[config.mk]
export PLATFORM = sky130hd
export DESIGN_NAME = dle_stx_etx_deframer_with_checksum_core
export DESIGN_NICKNAME = d
export VERILOG_FILES = /design/src/hdl/dsed_pkg.sv /design/src/hdl/dle_stx_etx_deframer_with_checksum_core.sv /design/src/hdl/dsed_front.sv /design/src/hdl/dsed_cmd_fifo.sv /design/src/hdl/dsed_back.sv
export SDC_FILE = /design/constraint.sdc
export NUM_CORES = 1
export LEC_CHECK = 0
export ABC_AREA = 0
export BUFFER_PORTS_ARGS = -buffer_cell sky130_fd_sc_hd__buf_2
export CAP_MARGIN = 20
export CELL_PAD_IN_SITES_DETAIL_PLACEMENT = 2
export CELL_PAD_IN_SITES_GLOBAL_PLACEMENT = 2
export CORE_MARGIN = 2
export CORE_UTILIZATION = 51
export CTS_BUF_LIST = sky130_fd_sc_hd__clkbuf_2 sky130_fd_sc_hd__clkbuf_4 sky130_fd_sc_hd__clkbuf_8
export DETAILED_ROUTE_END_ITERATION = 8
export PLACE_DENSITY = 0.87
export SLEW_MARGIN = 25
export SYNTH_ARGS = -nofsm -noshare
export SYNTH_HDL_FRONTEND = slang
export SYNTH_HIERARCHICAL = 1
export SYNTH_SLANG_ARGS = --single-unit
export TNS_END_PERCENT = 1
[constraint.sdc]
create_clock -name clk -period 4.6 [get_ports clk]
set_clock_uncertainty 0.1 [all_clocks]
set_input_delay 0.46 -clock clk [delete_from_list [all_inputs] [get_ports clk]]
set_output_delay 0.46 -clock clk [all_outputs]
set_load 0.02 [all_outputs]
[src/hdl/dsed_pkg.sv]
`timescale 1ns / 1ps
package dsed_pkg;

  localparam int CNT_W = 9;

  localparam logic [CNT_W-1:0] MIN_FRAME_LEN = 9'd3;
  localparam logic [CNT_W-1:0] LEN_OVERHEAD  = 9'd3;

  localparam logic [1:0] CHK_OK    = 2'd0;
  localparam logic [1:0] CHK_SHORT = 2'd1;
  localparam logic [1:0] CHK_LEN   = 2'd2;
  localparam logic [1:0] CHK_SUM   = 2'd3;

  localparam logic EV_CONTENT = 1'b0;
  localparam logic EV_REJECT  = 1'b1;

  localparam logic [1:0] CFG_MAX_FRAME = 2'd0;
  localparam logic [1:0] CFG_ESCAPE    = 2'd1;
  localparam logic [1:0] CFG_START     = 2'd2;
  localparam logic [1:0] CFG_END       = 2'd3;

  typedef enum logic [3:0] {
    ST_WAIT      = 4'b0001,
    ST_WAIT_ESC  = 4'b0010,
    ST_FRAME     = 4'b0100,
    ST_FRAME_ESC = 4'b1000
  } parse_state_t;

  typedef enum logic [2:0] {
    B_IDLE  = 3'b001,
    B_FETCH = 3'b010,
    B_LOAD  = 3'b100
  } back_state_t;

  typedef struct packed {
    logic [6:0] max_frame_bytes;
    logic [7:0] escape_code;
    logic [7:0] start_code;
    logic [7:0] end_code;
  } cfg_t;

  typedef struct packed {
    logic             rej;
    logic [CNT_W-1:0] cnt;
    logic [1:0]       chk;
  } cmd_t;

endpackage

[src/hdl/dle_stx_etx_deframer_with_checksum_core.sv]
`timescale 1ns / 1ps
// DLE/STX/ETX deframer with frame check. The parser takes one raw byte per
// cycle while full is low and writes payload bytes into a MAX_FRAME-entry
// frame memory. Rejects and frame-end commands pass through a two-entry
// command queue to the drain side, which moves one item per cycle for rejects
// and empty frames while the output is free, and for a completed frame moves
// each payload byte through a memory read, then the output register. From the
// closing escape/end pair until the last byte of that frame is in the output
// register, full stays high and holds the input, output backpressure included.
module dle_stx_etx_deframer_with_checksum_core #(
  parameter int MAX_FRAME = 64
) (
  input  logic       clk,
  input  logic       rst_n,
  input  logic       in_push,
  output logic       in_full,
  input  logic [7:0] in_rx_byte,
  output logic       out_empty,
  input  logic       out_pop,
  output logic       out_event_kind,
  output logic       out_has_data,
  output logic [7:0] out_payload_byte,
  output logic       out_last_of_frame,
  output logic [1:0] out_frame_check,
  input  logic       cfg_we,
  input  logic [1:0] cfg_index,
  input  logic [7:0] cfg_data
);

  localparam int AW = $clog2(MAX_FRAME);

  dsed_pkg::cfg_t cfg_r, cfg_nxt;
  logic           frame_busy_r, frame_busy_nxt;
  logic           accept;
  logic           cmd_push;
  dsed_pkg::cmd_t cmd_in;
  dsed_pkg::cmd_t cmd_head;
  logic           fifo_full;
  logic           cmd_valid;
  logic           cmd_pop;
  logic           frame_done;
  logic           mem_we;
  logic [AW-1:0]  mem_waddr;
  logic [7:0]     mem_wdata;

  always_comb begin
    cfg_nxt = cfg_r;
    if (cfg_we) begin
      unique case (cfg_index)
        dsed_pkg::CFG_MAX_FRAME: cfg_nxt.max_frame_bytes = cfg_data[6:0];
        dsed_pkg::CFG_ESCAPE:    cfg_nxt.escape_code     = cfg_data;
        dsed_pkg::CFG_START:     cfg_nxt.start_code      = cfg_data;
        dsed_pkg::CFG_END:       cfg_nxt.end_code        = cfg_data;
        default:                 cfg_nxt = cfg_r;
      endcase
    end
  end

  assign in_full = fifo_full || frame_busy_r;
  assign accept  = in_push && !in_full;

  always_comb begin
    frame_busy_nxt = frame_busy_r;
    if (cmd_push && !cmd_in.rej) frame_busy_nxt = 1'b1;
    else if (frame_done) frame_busy_nxt = 1'b0;
  end

  always_ff @(posedge clk) begin
    if (!rst_n) begin
      cfg_r.max_frame_bytes <= 7'd64;
      cfg_r.escape_code     <= 8'd16;
      cfg_r.start_code      <= 8'd2;
      cfg_r.end_code        <= 8'd3;
      frame_busy_r          <= 1'b0;
    end else begin
      cfg_r        <= cfg_nxt;
      frame_busy_r <= frame_busy_nxt;
    end
  end

  dsed_front #(.MAX_FRAME(MAX_FRAME)) u_front (
    .clk       (clk),
    .rst_n     (rst_n),
    .accept    (accept),
    .rx_byte   (in_rx_byte),
    .cfg       (cfg_r),
    .cmd_push  (cmd_push),
    .cmd       (cmd_in),
    .mem_we    (mem_we),
    .mem_waddr (mem_waddr),
    .mem_wdata (mem_wdata)
  );

  dsed_cmd_fifo u_fifo (
    .clk      (clk),
    .rst_n    (rst_n),
    .push     (cmd_push),
    .push_cmd (cmd_in),
    .pop      (cmd_pop),
    .full     (fifo_full),
    .valid    (cmd_valid),
    .head     (cmd_head)
  );

  dsed_back #(.MAX_FRAME(MAX_FRAME)) u_back (
    .clk               (clk),
    .rst_n             (rst_n),
    .mem_we            (mem_we),
    .mem_waddr         (mem_waddr),
    .mem_wdata         (mem_wdata),
    .cmd_valid         (cmd_valid),
    .cmd               (cmd_head),
    .cmd_pop           (cmd_pop),
    .frame_done        (frame_done),
    .out_pop           (out_pop),
    .out_empty         (out_empty),
    .out_event_kind    (out_event_kind),
    .out_has_data      (out_has_data),
    .out_payload_byte  (out_payload_byte),
    .out_last_of_frame (out_last_of_frame),
    .out_frame_check   (out_frame_check)
  );

  a_push_room: assert property (@(posedge clk) disable iff (!rst_n)
    cmd_push |-> !fifo_full)
    else $error("command pushed into full queue");

  a_done_busy: assert property (@(posedge clk) disable iff (!rst_n)
    frame_done |-> frame_busy_r)
    else $error("frame drain finished with no frame outstanding");

  a_no_write_drain: assert property (@(posedge clk) disable iff (!rst_n)
    frame_busy_r |-> !mem_we)
    else $error("frame memory written while a frame drains");

  a_reject_shape: assert property (@(posedge clk) disable iff (!rst_n)
    (!out_empty && out_event_kind) |-> (out_last_of_frame && !out_has_data))
    else $error("malformed reject item");

endmodule

[src/hdl/dsed_front.sv]
`timescale 1ns / 1ps
module dsed_front #(
  parameter int MAX_FRAME = 64
) (
  input  logic                         clk,
  input  logic                         rst_n,
  input  logic                         accept,
  input  logic [7:0]                   rx_byte,
  input  dsed_pkg::cfg_t               cfg,
  output logic                         cmd_push,
  output dsed_pkg::cmd_t               cmd,
  output logic                         mem_we,
  output logic [$clog2(MAX_FRAME)-1:0] mem_waddr,
  output logic [7:0]                   mem_wdata
);

  localparam int AW = $clog2(MAX_FRAME);
  localparam int CW = $clog2(MAX_FRAME + 1);

  dsed_pkg::parse_state_t st_r, st_nxt;
  logic [CW-1:0] cnt_r, cnt_nxt;
  logic [7:0]    sum_r, sum_nxt;
  logic [7:0]    byte1_r, byte1_nxt;

  logic [dsed_pkg::CNT_W-1:0] cnt_ext;
  logic [dsed_pkg::CNT_W-1:0] cfg_lim;
  logic [dsed_pkg::CNT_W-1:0] lim;
  logic                       at_limit;
  logic [1:0]                 chk;
  logic                       do_store;

  assign cnt_ext  = dsed_pkg::CNT_W'(cnt_r);
  assign cfg_lim  = dsed_pkg::CNT_W'(cfg.max_frame_bytes);
  assign lim      = (cfg_lim < dsed_pkg::CNT_W'(MAX_FRAME)) ? cfg_lim
                                                            : dsed_pkg::CNT_W'(MAX_FRAME);
  assign at_limit = (cnt_ext >= lim);

  always_comb begin
    if (cnt_ext < dsed_pkg::MIN_FRAME_LEN) begin
      chk = dsed_pkg::CHK_SHORT;
    end else if (cnt_ext != (dsed_pkg::CNT_W'(byte1_r) + dsed_pkg::LEN_OVERHEAD)) begin
      chk = dsed_pkg::CHK_LEN;
    end else if (sum_r != 8'd0) begin
      chk = dsed_pkg::CHK_SUM;
    end else begin
      chk = dsed_pkg::CHK_OK;
    end
  end

  assign mem_waddr = cnt_r[AW-1:0];
  assign mem_wdata = rx_byte;

  always_comb begin
    st_nxt    = st_r;
    cnt_nxt   = cnt_r;
    sum_nxt   = sum_r;
    byte1_nxt = byte1_r;
    cmd_push  = 1'b0;
    cmd       = '0;
    mem_we    = 1'b0;
    do_store  = 1'b0;
    if (accept) begin
      unique case (st_r)
        dsed_pkg::ST_WAIT: begin
          if (rx_byte == cfg.escape_code) st_nxt = dsed_pkg::ST_WAIT_ESC;
        end
        dsed_pkg::ST_WAIT_ESC: begin
          if (rx_byte == cfg.start_code) begin
            cnt_nxt = '0;
            sum_nxt = '0;
            st_nxt  = dsed_pkg::ST_FRAME;
          end else if (rx_byte != cfg.escape_code) begin
            st_nxt = dsed_pkg::ST_WAIT;
          end
        end
        dsed_pkg::ST_FRAME: begin
          if (rx_byte == cfg.escape_code) st_nxt = dsed_pkg::ST_FRAME_ESC;
          else do_store = 1'b1;
        end
        dsed_pkg::ST_FRAME_ESC: begin
          if (rx_byte == cfg.escape_code) begin
            st_nxt   = dsed_pkg::ST_FRAME;
            do_store = 1'b1;
          end else if (rx_byte == cfg.end_code) begin
            cmd_push = 1'b1;
            cmd.rej  = 1'b0;
            cmd.cnt  = cnt_ext;
            cmd.chk  = chk;
            cnt_nxt  = '0;
            sum_nxt  = '0;
            st_nxt   = dsed_pkg::ST_WAIT;
          end else begin
            cmd_push = 1'b1;
            cmd.rej  = 1'b1;
            cnt_nxt  = '0;
            sum_nxt  = '0;
            st_nxt   = (rx_byte == cfg.start_code) ? dsed_pkg::ST_FRAME : dsed_pkg::ST_WAIT;
          end
        end
        default: st_nxt = dsed_pkg::ST_WAIT;
      endcase
      if (do_store) begin
        if (at_limit) begin
          cmd_push = 1'b1;
          cmd.rej  = 1'b1;
          cnt_nxt  = '0;
          sum_nxt  = '0;
          st_nxt   = dsed_pkg::ST_WAIT;
        end else begin
          mem_we  = 1'b1;
          cnt_nxt = cnt_r + CW'(1);
          sum_nxt = sum_r + rx_byte;
          if (cnt_r == CW'(1)) byte1_nxt = rx_byte;
        end
      end
    end
  end

  always_ff @(posedge clk) begin
    if (!rst_n) begin
      st_r  <= dsed_pkg::ST_WAIT;
      cnt_r <= '0;
      sum_r <= '0;
    end else begin
      st_r  <= st_nxt;
      cnt_r <= cnt_nxt;
      sum_r <= sum_nxt;
    end
  end

  always_ff @(posedge clk) begin
    byte1_r <= byte1_nxt;
  end

endmodule

[src/hdl/dsed_cmd_fifo.sv]
`timescale 1ns / 1ps
module dsed_cmd_fifo (
  input  logic           clk,
  input  logic           rst_n,
  input  logic           push,
  input  dsed_pkg::cmd_t push_cmd,
  input  logic           pop,
  output logic           full,
  output logic           valid,
  output dsed_pkg::cmd_t head
);

  dsed_pkg::cmd_t ent_r [2];
  logic       wptr_r, wptr_nxt;
  logic       rptr_r, rptr_nxt;
  logic [1:0] cnt_r, cnt_nxt;
  logic       do_push, do_pop;

  assign full    = (cnt_r == 2'd2);
  assign valid   = (cnt_r != 2'd0);
  assign head    = ent_r[rptr_r];
  assign do_push = push && !full;
  assign do_pop  = pop && valid;

  always_comb begin
    wptr_nxt = do_push ? ~wptr_r : wptr_r;
    rptr_nxt = do_pop ? ~rptr_r : rptr_r;
    cnt_nxt  = cnt_r + {1'b0, do_push} - {1'b0, do_pop};
  end

  always_ff @(posedge clk) begin
    if (!rst_n) begin
      wptr_r <= 1'b0;
      rptr_r <= 1'b0;
      cnt_r  <= 2'd0;
    end else begin
      wptr_r <= wptr_nxt;
      rptr_r <= rptr_nxt;
      cnt_r  <= cnt_nxt;
    end
  end

  always_ff @(posedge clk) begin
    if (do_push) ent_r[wptr_r] <= push_cmd;
  end

endmodule

[src/hdl/dsed_back.sv]
`timescale 1ns / 1ps
module dsed_back #(
  parameter int MAX_FRAME = 64
) (
  input  logic                         clk,
  input  logic                         rst_n,
  input  logic                         mem_we,
  input  logic [$clog2(MAX_FRAME)-1:0] mem_waddr,
  input  logic [7:0]                   mem_wdata,
  input  logic                         cmd_valid,
  input  dsed_pkg::cmd_t               cmd,
  output logic                         cmd_pop,
  output logic                         frame_done,
  input  logic                         out_pop,
  output logic                         out_empty,
  output logic                         out_event_kind,
  output logic                         out_has_data,
  output logic [7:0]                   out_payload_byte,
  output logic                         out_last_of_frame,
  output logic [1:0]                   out_frame_check
);

  localparam int AW = $clog2(MAX_FRAME);
  localparam int CW = $clog2(MAX_FRAME + 1);

  logic [7:0] mem [MAX_FRAME];
  logic [7:0] rd_data_r;

  dsed_pkg::back_state_t st_r, st_nxt;
  logic [CW-1:0] idx_r, idx_nxt;
  logic          ov_r, ov_nxt;
  logic          kind_r, kind_nxt;
  logic          has_r, has_nxt;
  logic [7:0]    byte_r, byte_nxt;
  logic          last_r, last_nxt;
  logic [1:0]    chk_r, chk_nxt;
  logic          out_free;
  logic          is_last;

  always_ff @(posedge clk) begin
    if (mem_we) mem[mem_waddr] <= mem_wdata;
    rd_data_r <= mem[idx_r[AW-1:0]];
  end

  assign out_free = !ov_r || out_pop;
  assign is_last  = ((dsed_pkg::CNT_W'(idx_r) + dsed_pkg::CNT_W'(1)) == cmd.cnt);

  always_comb begin
    st_nxt     = st_r;
    idx_nxt    = idx_r;
    ov_nxt     = ov_r && !out_pop;
    kind_nxt   = kind_r;
    has_nxt    = has_r;
    byte_nxt   = byte_r;
    last_nxt   = last_r;
    chk_nxt    = chk_r;
    cmd_pop    = 1'b0;
    frame_done = 1'b0;
    unique case (st_r)
      dsed_pkg::B_IDLE: begin
        if (cmd_valid && out_free) begin
          if (cmd.rej) begin
            ov_nxt   = 1'b1;
            kind_nxt = dsed_pkg::EV_REJECT;
            has_nxt  = 1'b0;
            byte_nxt = 8'd0;
            last_nxt = 1'b1;
            chk_nxt  = dsed_pkg::CHK_OK;
            cmd_pop  = 1'b1;
          end else if (cmd.cnt == '0) begin
            ov_nxt     = 1'b1;
            kind_nxt   = dsed_pkg::EV_CONTENT;
            has_nxt    = 1'b0;
            byte_nxt   = 8'd0;
            last_nxt   = 1'b1;
            chk_nxt    = cmd.chk;
            cmd_pop    = 1'b1;
            frame_done = 1'b1;
          end else begin
            idx_nxt = '0;
            st_nxt  = dsed_pkg::B_FETCH;
          end
        end
      end
      dsed_pkg::B_FETCH: st_nxt = dsed_pkg::B_LOAD;
      dsed_pkg::B_LOAD: begin
        if (out_free) begin
          ov_nxt   = 1'b1;
          kind_nxt = dsed_pkg::EV_CONTENT;
          has_nxt  = 1'b1;
          byte_nxt = rd_data_r;
          last_nxt = is_last;
          chk_nxt  = is_last ? cmd.chk : dsed_pkg::CHK_OK;
          if (is_last) begin
            cmd_pop    = 1'b1;
            frame_done = 1'b1;
            st_nxt     = dsed_pkg::B_IDLE;
          end else begin
            idx_nxt = idx_r + CW'(1);
            st_nxt  = dsed_pkg::B_FETCH;
          end
        end
      end
      default: st_nxt = dsed_pkg::B_IDLE;
    endcase
  end

  always_ff @(posedge clk) begin
    if (!rst_n) begin
      st_r  <= dsed_pkg::B_IDLE;
      idx_r <= '0;
      ov_r  <= 1'b0;
    end else begin
      st_r  <= st_nxt;
      idx_r <= idx_nxt;
      ov_r  <= ov_nxt;
    end
  end

  always_ff @(posedge clk) begin
    kind_r <= kind_nxt;
    has_r  <= has_nxt;
    byte_r <= byte_nxt;
    last_r <= last_nxt;
    chk_r  <= chk_nxt;
  end

  assign out_empty         = !ov_r;
  assign out_event_kind    = kind_r;
  assign out_has_data      = has_r;
  assign out_payload_byte  = byte_r;
  assign out_last_of_frame = last_r;
  assign out_frame_check   = chk_r;

endmodule

# Word-level counts from Yosys, hierarchy flattened
# Memories as Yosys holds them, arrays and structs flattened. A register that Yosys moved wholly into a read port is not among the register bits.
# Index checks and enable logic that the tools add are counted.
[classes]
add_sub_neg = 7
n_lt_le_gt_ge = 3
eq_ne = 26
muxes = 101
bitwise = 3
n_reduce_logical = 29
[ops]
columns = ["operator", "count"]
rows = [
  ["7-bit two-way mux", 10],
  ["8-bit two-way mux", 8],
  ["1-bit two-way mux", 43],
  ["12-bit two-way mux", 3],
  ["4-bit two-way mux", 8],
  ["8-bit case mux with 2 select lines", 2],
  ["7-bit case mux with 2 select lines", 2],
  ["8-bit == test", 3],
  ["2-bit two-way mux", 9],
  ["4-bit case mux with 4 select lines", 1],
  ["4-bit AND reduction", 4],
  ["3-bit two-way mux", 5],
  ["7-bit by 1-bit adder with 7-bit output (second input constant)", 2],
  ["1-bit case mux with 2 select lines", 7],
  ["8-bit by 2-bit adder with 9-bit output (second input constant)", 1],
  ["9-bit == test", 1],
  ["7-bit by 9-bit >= comparator with 1-bit output", 1],
  ["9-bit logical NOT", 1],
  ["9-bit two-way mux", 1],
  ["7-bit by 9-bit != test with 1-bit output", 1],
  ["3-bit case mux with 3 select lines", 1],
  ["7-bit by 1-bit adder with 8-bit output (second input constant)", 1],
  ["8-bit adder", 1],
  ["8-bit != test", 1],
  ["other kinds (30)", 52],
]
[word_totals]
ff_bits = 87
mem_bits_rw = 536
out_inout_bits = 15
mem_count = 2
[memory_table]
columns = ["name", "depth", "word_bits", "read_ports", "rd_ports_with_merged_regs", "wr", "line", "rtl"]
rows = [
  ["u_back.mem", 64, 8, 1, 1, 1, "dsed_back.sv:26", "logic [7:0] mem [MAX_FRAME];"],
  ["u_fifo.ent_r", 2, 12, 1, 1, 1, "dsed_cmd_fifo.sv:13", "dsed_pkg::cmd_t ent_r [2];"],
]

# Logic depth before layout (Yosys ltp)
# Gate-level depths: netlist (run 1).
[depth]
depth_word = 13
ltp_mapped = 16

# Modules after synthesis
# The synthesis (run 1) kept the hierarchy.
[by_module_without_submodules]
columns = ["module", "instances", "cells_per_inst", "area_per_inst_um2", "seq_area_each_um2"]
rows = [
  ["dsed_back", 1, 986, 21315.4, 16145.5],
  ["dsed_front", 1, 295, 2602.5, 620.6],
  ["dle_stx_etx_deframer_with_checksum_core", 1, 121, 1233.7, 640.6],
  ["dsed_cmd_fifo", 1, 63, 1098.6, 820.8],
]

# Worst setup path after synthesis (run 1)
# Ideal clock, no wire load.
[synth_timing]
path_kind = "flip-flop to flip-flop"
start = "register u_front.cnt_r[0]"
end = "memory u_back.mem[27][0], enable pin"
t_arrival_ns = 2.996
setup_slack_ns = 1.134
stages_incl_launch_ff = 14
n_path_buf = 3
cell_sequence = "dfxtp_1 -> inv_1 -> ha_1 -> nand2b_1 -> a211oi_1 -> o21ai_0 -> a22oi_4 -> buf_6 -> and2_1 -> clkbuf_1 -> inv_1 -> or2_2 -> clkbuf_1 -> nor2_1"
[synth_via]
elab_chain_len = 6
[synth_lines]
columns = ["item", "line", "rtl"]
rows = [
  ["start: declaration", "dsed_front.sv:21", "logic [CW-1:0] cnt_r, cnt_nxt;"],
  ["start signal: assignment", "dsed_front.sv:126", "cnt_r <= cnt_nxt;"],
  ["7-bit by 9-bit >= comparator with 1-bit output", "dsed_front.sv:36", "assign at_limit = (cnt_ext >= lim);"],
  ["1-bit two-way mux", "dsed_front.sv:103", "if (at_limit) begin"],
  ["1-bit two-way mux", "dsed_front.sv:102", "if (do_store) begin"],
  ["1-bit two-way mux", "dsed_front.sv:62", "if (accept) begin"],
  ["net mem_we", "dle_stx_etx_deframer_with_checksum_core.sv:42", "logic mem_we;"],
  ["1-bit two-way mux", "dsed_back.sv:41", "if (mem_we) mem[mem_waddr] <= mem_wdata;"],
  ["1-bit two-way mux (not written as such)", "dsed_back.sv:41", ""],
  ["end: declaration", "dsed_back.sv:26", ""],
]
# The timed path passes the listed nets, and every way through them passes these cells.

# Worst setup path in the final report (run 1)
[layout_timing]
start = "register cfg_r[30] (netlist bit)"
end = "memory u_back.mem[32][5], enable pin"
[layout_via]
elab_chain_len = 8
[layout_lines]
columns = ["item", "line", "rtl"]
rows = [
  ["start: declaration", "dle_stx_etx_deframer_with_checksum_core.sv:32", "dsed_pkg::cfg_t cfg_r, cfg_nxt;"],
  ["start signal: assignment", "dle_stx_etx_deframer_with_checksum_core.sv:76", "cfg_r <= cfg_nxt;"],
  ["7-bit less-than comparator", "dsed_front.sv:34", "assign lim = (cfg_lim < dsed_pkg::CNT_W'(MAX_FRAME)) ? cfg_lim"],
  ["7-bit two-way mux (*)", "dsed_front.sv:34", ""],
  ["7-bit by 9-bit >= comparator with 1-bit output (*)", "dsed_front.sv:36", ""],
  ["1-bit two-way mux (*)", "dsed_front.sv:103", ""],
  ["1-bit two-way mux (*)", "dsed_front.sv:102", ""],
  ["1-bit two-way mux (*)", "dsed_front.sv:62", ""],
  ["net mem_we", "dle_stx_etx_deframer_with_checksum_core.sv:42", ""],
  ["1-bit two-way mux (*)", "dsed_back.sv:41", ""],
  ["1-bit two-way mux (not written as such) (*)", "dsed_back.sv:41", ""],
]
# Mark *: on every way through the listed nets, which the timed path passes. The rest lies on a longest branch.

==> results of run 1 <==
## metal layers
metal / track usage / vias up
li1: - / 6101
met3: 0.0804 / 278
met2: 0.602 / 1176
met4: 0.156 / 4
met5: 0 / -
met1: 0.490 / 8753
## logic make-up after synthesis
family,share of synthesized area
muxes,0.162
DFF,0.694
other,0.000143
AOI/OAI and AO/OA,0.0294
and+or+nand+nor,0.0652
xor gates and xnor gates,0.0163
adders and majority gates,0.0103
buffers and inverters,0.0219
## synth_stat cells (4+ instances only)
library cell and n:
edfxtp_1 557, mux4_2 160, nor2_1 89, nand2_1 78
dfxtp_1 75, mux2i_1 41, clkbuf_1 40, xnor2_1 25
xor2_1 24, mux2_2 22, a21oi_1 21, buf_2 21
and3_1 20, ha_1 20, buf_4 19, nand3_1 19
inv_1 18, nand2b_1 16, and2_1 14, o21ai_0 14
nor2b_1 11, a31oi_1 9, o21ai_1 9, or2_2 9
buf_6 8, nand3b_1 8, nand4_1 6, nor3_1 6
nor3b_1 6, nor4_1 6, a211oi_1 5, a221o_1 4
a311oi_1 4, buf_1 4
## worst max-delay path: stages (launching register included)
cell and delay (ns):
dfxtp_1 0.33, inv_1 0.21, nand2_1 0.09, ha_1 0.33, a2111oi_0 0.69, o21ai_0 0.44, a22oi_4 0.34, and2_1 0.32
buf_4 0.22, nand3_1 0.36, nor2_1 0.91
## worst paths after layout
path                  endpoint  slack (ns)  cells past startpoint
max          u_back/mem[32][5]       -0.12                     10
min                   cfg_r[2]        0.05                      3
max reg2reg  u_back/mem[32][5]       -0.12                     10
min reg2reg          cfg_r[15]        0.38                      2
## per-stage QoR
step	worst slack, ns	TNS, ns	hold WS (ns)
after CTS	0.0307	0	0.000306
final	-0.115	-1.62	0.0515
after detailed placement	0.459	0	0.356
after global placement	0.917	0	0.349
after global routing	-0.183	-3.59	0.0369
after floorplan	1.13	0	0.334
## flip-flops by register name (all words and copies together), names as in the netlist, named ones only
name / count
u_back/out_event_kind: 1
u_fifo/cnt_r: 2
u_front/cnt_r: 7
u_back/rd_data_r: 8
u_back/mem: 512
u_front/byte1_r: 8
u_fifo/wptr_r: 1
cfg_r: 31
u_fifo/rptr_r: 1
u_fifo/ent_r: 24
u_back/idx_r: 7
frame_busy_r: 1
u_back/st_r: 3
u_back/out_last_of_frame: 1
u_back/out_has_data: 1
u_back/ov_r: 1
u_back/out_frame_check: 2
u_front/sum_r: 8
u_front/st_r: 4
u_back/out_payload_byte: 8
## repair_timing
item / CTS / global route
setup endpoints to repair: 0 / 102
gates resized for setup: 0 / 10
endpoints found under the hold margin: 12 / 0
hold buffers: 5 / 0
## power by group through the flow
stage          logic [mW]  registers (mW)  clock network, mW
2_1_floorplan       0.104            6.36                  0
3_3_place_gp        0.179            6.36                  0
3_5_place_dp        0.203            6.37                  0
4_1_cts             0.212            6.24               5.20
5_1_grt             0.224            6.24               5.37
6_report            0.212            6.24               5.13
## layout make-up
type,instances,area (µm²),area share
Antenna cell,1,2.50,0.0000849
Sequential cell,632,18200,0.619
Inverter,19,71.3,0.00242
Timing Repair Buffer,118,818,0.0278
Clock inverter,31,139,0.00471
Multi-Input combinational cell,723,7480,0.254
Clock buffer,158,1860,0.0632
Tap cell,680,851,0.0289
==> summary.txt, run 1 <==
Run status = complete, but fails checks
Violated checks = setup timing
Average size of a mapped cell = 17.9 µm²
Highest clock rate = 0.212 GHz
Design area = 29500 µm²
Layout cells sized above 1 = 0.304
Hold WC Path Type = in -> reg
Internal power = 8.85 mW
Die Area = 53300 µm²
Routed vias = 16300
Cells after DPL = 2167
Commonest non-fill, non-tap cell in the layout = edfxtp_1
RR Startpoint = cfg_r[30]
Clock power frac = 0.443
Root Driver = clkbuf_8
CTS tree = built
Post-DP HPWL = 53900 µm
Final core occ = 0.577
H-tree levels = 3
Layout fillers = 4267
DIE WIDTH = 231 µm
Comb power frac = 0.018
Crit path launch type = flip-flop
Total wire length = 97100 µm
CTS Buf Count = 102
Flops & latches, synth = 632
GRT Util Overall = 0.371
Ys flop type = edfxtp_1
Cell row count = 83
Placed inst area = 27400 µm²
Gate Count Post-Synth = 1465
Maximum root-to-sink buffer count = 3
Port bufs = 37
Highest Signal Layer = met5
Share of Yosys cell area claimed by the top area cell type = 0.637
Iteration count of the initial detailed-routing pass = 5
Clk_lat worst skew = 0.73 ns
Fin crit share = 1.03
Top Ports = 38
Area contributors post-synth = edfxtp_1 64%, mux4_2 14%, dfxtp_1 5.7%
Switching Fraction = 0.236
Final non-filler cell total = 2362
WP data required = 4.83 ns
Normalized max-slew margin = 0.224
Fin. max-slew vios = 0
Pin count of the biggest net entering global routing = 70
Number of synthesized flops with an enable pin = 557
Switching power = 2.73 mW
Async S/R FF share, synth = 0
Distinct cells, synth = 83
Commonest non-fill, non-tap cells in the layout = 557 x edfxtp_1, 160 x mux4_2, 108 x clkbuf_8, 78 x nand2_1, 78 x nor2_1
Critical path origin = cfg_r[30]
Post-CTS Setup Inserts = 0
Worst path arrival time = 4.95 ns
Met3 wire length = 8230 µm
Final WS setup = -0.115 ns
PD cells = 393 nW/µm²
Final count of hold timing violations = 0
WL met1 = 37000 µm
Vias per cell = 6.91
Sequential-to-total area share from yosys stat = 0.694
Wire length per cell = 41.1 µm
Gpl congestion = 0.791
Hold path startpoint = cfg_data[2]
Initial Utilization = 0.514
Die Ht = 231 µm
Max Cap Viol = 0
CTS sink cnt = 632
Reg power frac = 0.539
Post-synth top area cell = edfxtp_1
DRC Markers = 0
Total grt overflow = 0
# nets final = 1640
Synth Cell Area = 26300 µm²
CP endpoint kind = flip-flop
Min cycle time layout = 4.72 ns
Metal2 WL = 47200 µm
Detailed Route Iter0 Violations = 2283
Post-DRT Antenna Nets = 0
Layout area overhead = 12.2%
LEAKAGE = 9.58 nW
Final Setup Violations = 24
Max IR drop VDD = 199 µV
Initial antenna violation count = 3
RSZ-0062 raised after global routing = yes
Worst slew pin tran = 1.16 ns
Synth Warn # = 6
Clk slew on worst S/H paths = 0.06 ns
First-pass GRT wire length = 138000 µm
Vias in the first global route = 17200
Total chip power = 11.6 mW
Critical Path Fanout Max = 8
Critical path class = reg -> reg
Core ar. = 51100 µm²
(Power assumes the default switching activity.)
==> run 2: changes to the inputs <==
Settings changed: CORE_UTILIZATION 51 to 40, PLACE_DENSITY 0.87 to 0.71.
==> summary.txt, run 2 (same netlist as run 1, synthesis figures left out) <==
Run status = finished clean
RSZ-0062 raised after global routing = no
Total negative setup slack = 0 ns (+1.62 ns)
R2R Path End = u_back/mem[2][7]
Commonest non-fill, non-tap cells in the layout = 557 x edfxtp_1, 160 x mux4_2, 107 x clkbuf_8, 88 x nor2_1, 78 x nand2_1
Total grt overflow = 0 (unchanged)
CP endpoint kind = flip-flop
Clk slew on worst S/H paths = 0.06 ns (about the same)
CTS sink cnt = 632 (unchanged)
CTS tree = built
Commonest non-fill, non-tap cell in the layout = edfxtp_1
Routed vias = 14300 (-12%)
Hold WC Path Type = in -> reg
End of the worst hold path = cfg_r[2]
Fin crit share = 0.903 (-0.122)
Final non-filler cell total = 2524 (+6.9%)
Detailed Route Iter0 Violations = 1124 (-51%)
Vias in the first global route = 15600 (-9.3%)
Core ar. = 64700 µm² (+27%)
Post-DRT Antenna Nets = 0 (unchanged)
Crit path launch type = flip-flop
Reg2Reg Setup Slack = 0.45 ns (+0.56 ns)
DIE WIDTH = 260 µm (+13%)
Total wire length = 73100 µm (-25%)
GRT Util Overall = 0.221 (-0.150)
Post-cts sizing count = 0 (unchanged)
Design area = 29600 µm² (+0.57%)
Top Ports = 38 (unchanged)
Post-CTS Setup Inserts = 0 (unchanged)
Die Area = 67700 µm² (+27%)
Final Setup Violations = 0 (-100%)
Normalized max-slew margin = 0.282 (+0.0584)
Initial Utilization = 0.406 (-0.108)
CTS Buf Count = 105 (+2.9%)
Clk_lat worst skew = 0.71 ns (-0.02 ns)
# nets final = 1629 (-0.67%)
Worst slew pin tran = 1.07 ns (-0.0872 ns)
H-tree levels = 3 (unchanged)
Maximum root-to-sink buffer count = 3 (unchanged)
# diodes = 0 (-1)
Final core occ = 0.458 (-0.119)
Min cycle time layout = 4.15 ns (-0.562 ns)
Layout cells sized above 1 = 0.291 (-0.0128)
Worst path arrival time = 4.35 ns (-0.60 ns)
Critical Path Fanout Max = 9 (+1)
Min Hold Slack = 0.0528 ns (+0.00131 ns)
Pin count of the biggest net entering global routing = 86 (+23%)
Root Driver = clkbuf_8
WP data required = 4.80 ns (-0.03 ns)
Layout area overhead = 12.9%
Max IR drop VDD = 167 µV (-16%)
Largest regs = u_back/mem (512), cfg_r (31), u_fifo/ent_r (24)
Max Cap Viol = 0 (unchanged)
Final WS setup = 0.447 ns (+0.562 ns)
Max reg flops = 512 (unchanged)
RR Startpoint = cfg_r[30]
Cell row count = 93 (+12%)
Highest clock rate = 0.241 GHz (+14%)
DRC Markers = 0 (unchanged)
Vias per cell = 5.66 (-18%)
Wire length per cell = 29.0 µm (-30%)
Iteration count of the initial detailed-routing pass = 5 (unchanged)
Top reg by flops = u_back/mem
Port bufs = 37 (unchanged)
Gpl congestion = 0.742 (-6.2%)
Pre-CTS setup slack = 0.573 ns (+0.114 ns)
Hold Path Stages = 3 (unchanged)
Cells after DPL = 2328 (+7.4%)
Hold path startpoint = cfg_data[2]
Total chip power = 11.4 mW (-1.3%)
Fin. max-slew vios = 0 (unchanged)
Placed inst area = 27500 µm² (+0.42%)
Critical path origin = cfg_r[30]
Die Ht = 260 µm (+13%)
PD cells = 386 nW/µm² (-1.9%)
Critical path class = reg -> reg
Initial antenna violation count = 3 (unchanged)
First-pass GRT wire length = 109000 µm (-21%)
Post-DP HPWL = 44900 µm (-17%)
Final count of hold timing violations = 0 (unchanged)
LEAKAGE = 9.54 nW (-0.41%)
Reg2Reg Depth = 10 (unchanged)
-- run 2: changes by cell type in the layout (fill, tap and decap cells not counted), moves of 4 or more --
cell,delta
buf_4,-14
nor2_2,-10
clkinv_1,+4
clkbuf_4,-17
clkinv_2,+10
bufinv_16,+4
nor2_1,+10
-- run 2: final cells by class --
| class | instances | area (µm²) |
|---|---|---|
| repair buffers | 104 | 731 |
| multi-input cells | 723 | 7450 |
| fillers | 6021 | 35100 |
| clock buffers | 140 | 1720 |
| flip-flops and latches | 632 | 18200 |
| clock inverters | 51 | 344 |
| well taps | 855 | 1070 |
| inverters | 19 | 71.3 |
-- run 2: worst max path at each step --
| stage | endpoint | cells past startpoint |
|---|---|---|
| 6_report | u_back/mem[2][7] | 10 |
| 4_1_cts | u_back/mem[2][3] | 10 |
| 2_1_floorplan | u_back/mem[27][0] | 13 |
| 5_1_grt | u_back/mem[2][3] | 10 |
| 3_3_place_gp | u_back/mem[13][6] | 10 |
| 3_5_place_dp | u_back/mem[2][7] | 10 |
-- run 2: worst max-delay path, stage by stage, from the launching register on --
cell and delay, ns:
dfxtp_1 0.32, inv_1 0.16, nand2_1 0.08, ha_1 0.31
a2111oi_0 0.36, o21ai_0 0.29, a22oi_4 0.28, and2_1 0.46
inv_1 0.19, or2_2 0.44, nor2_1 0.77
-- run 2: power by group --
group	switching, mW	leakage, nW	internal [mW]
Combinational	0.161	2.87	0.0466
Clock	2.31	1.10	2.66
Sequential	0.00690	5.58	6.24
Total	2.48	9.54	8.94
-- run 2: per-layer routing --
metal,part of all wire,up-vias,global-route usage
met5,0.00018,-,0
met4,0.023,2,0.0660
met3,0.050,109,0.0399
met2,0.49,426,0.360
met1,0.44,7678,0.305
li1,-,6078,-
-- run 2: timing repair --
item                       in CTS  in global routing
hold buffers                    4                  0
hold endpoints to repair       12                  0
setup endpoints to repair       0                  0
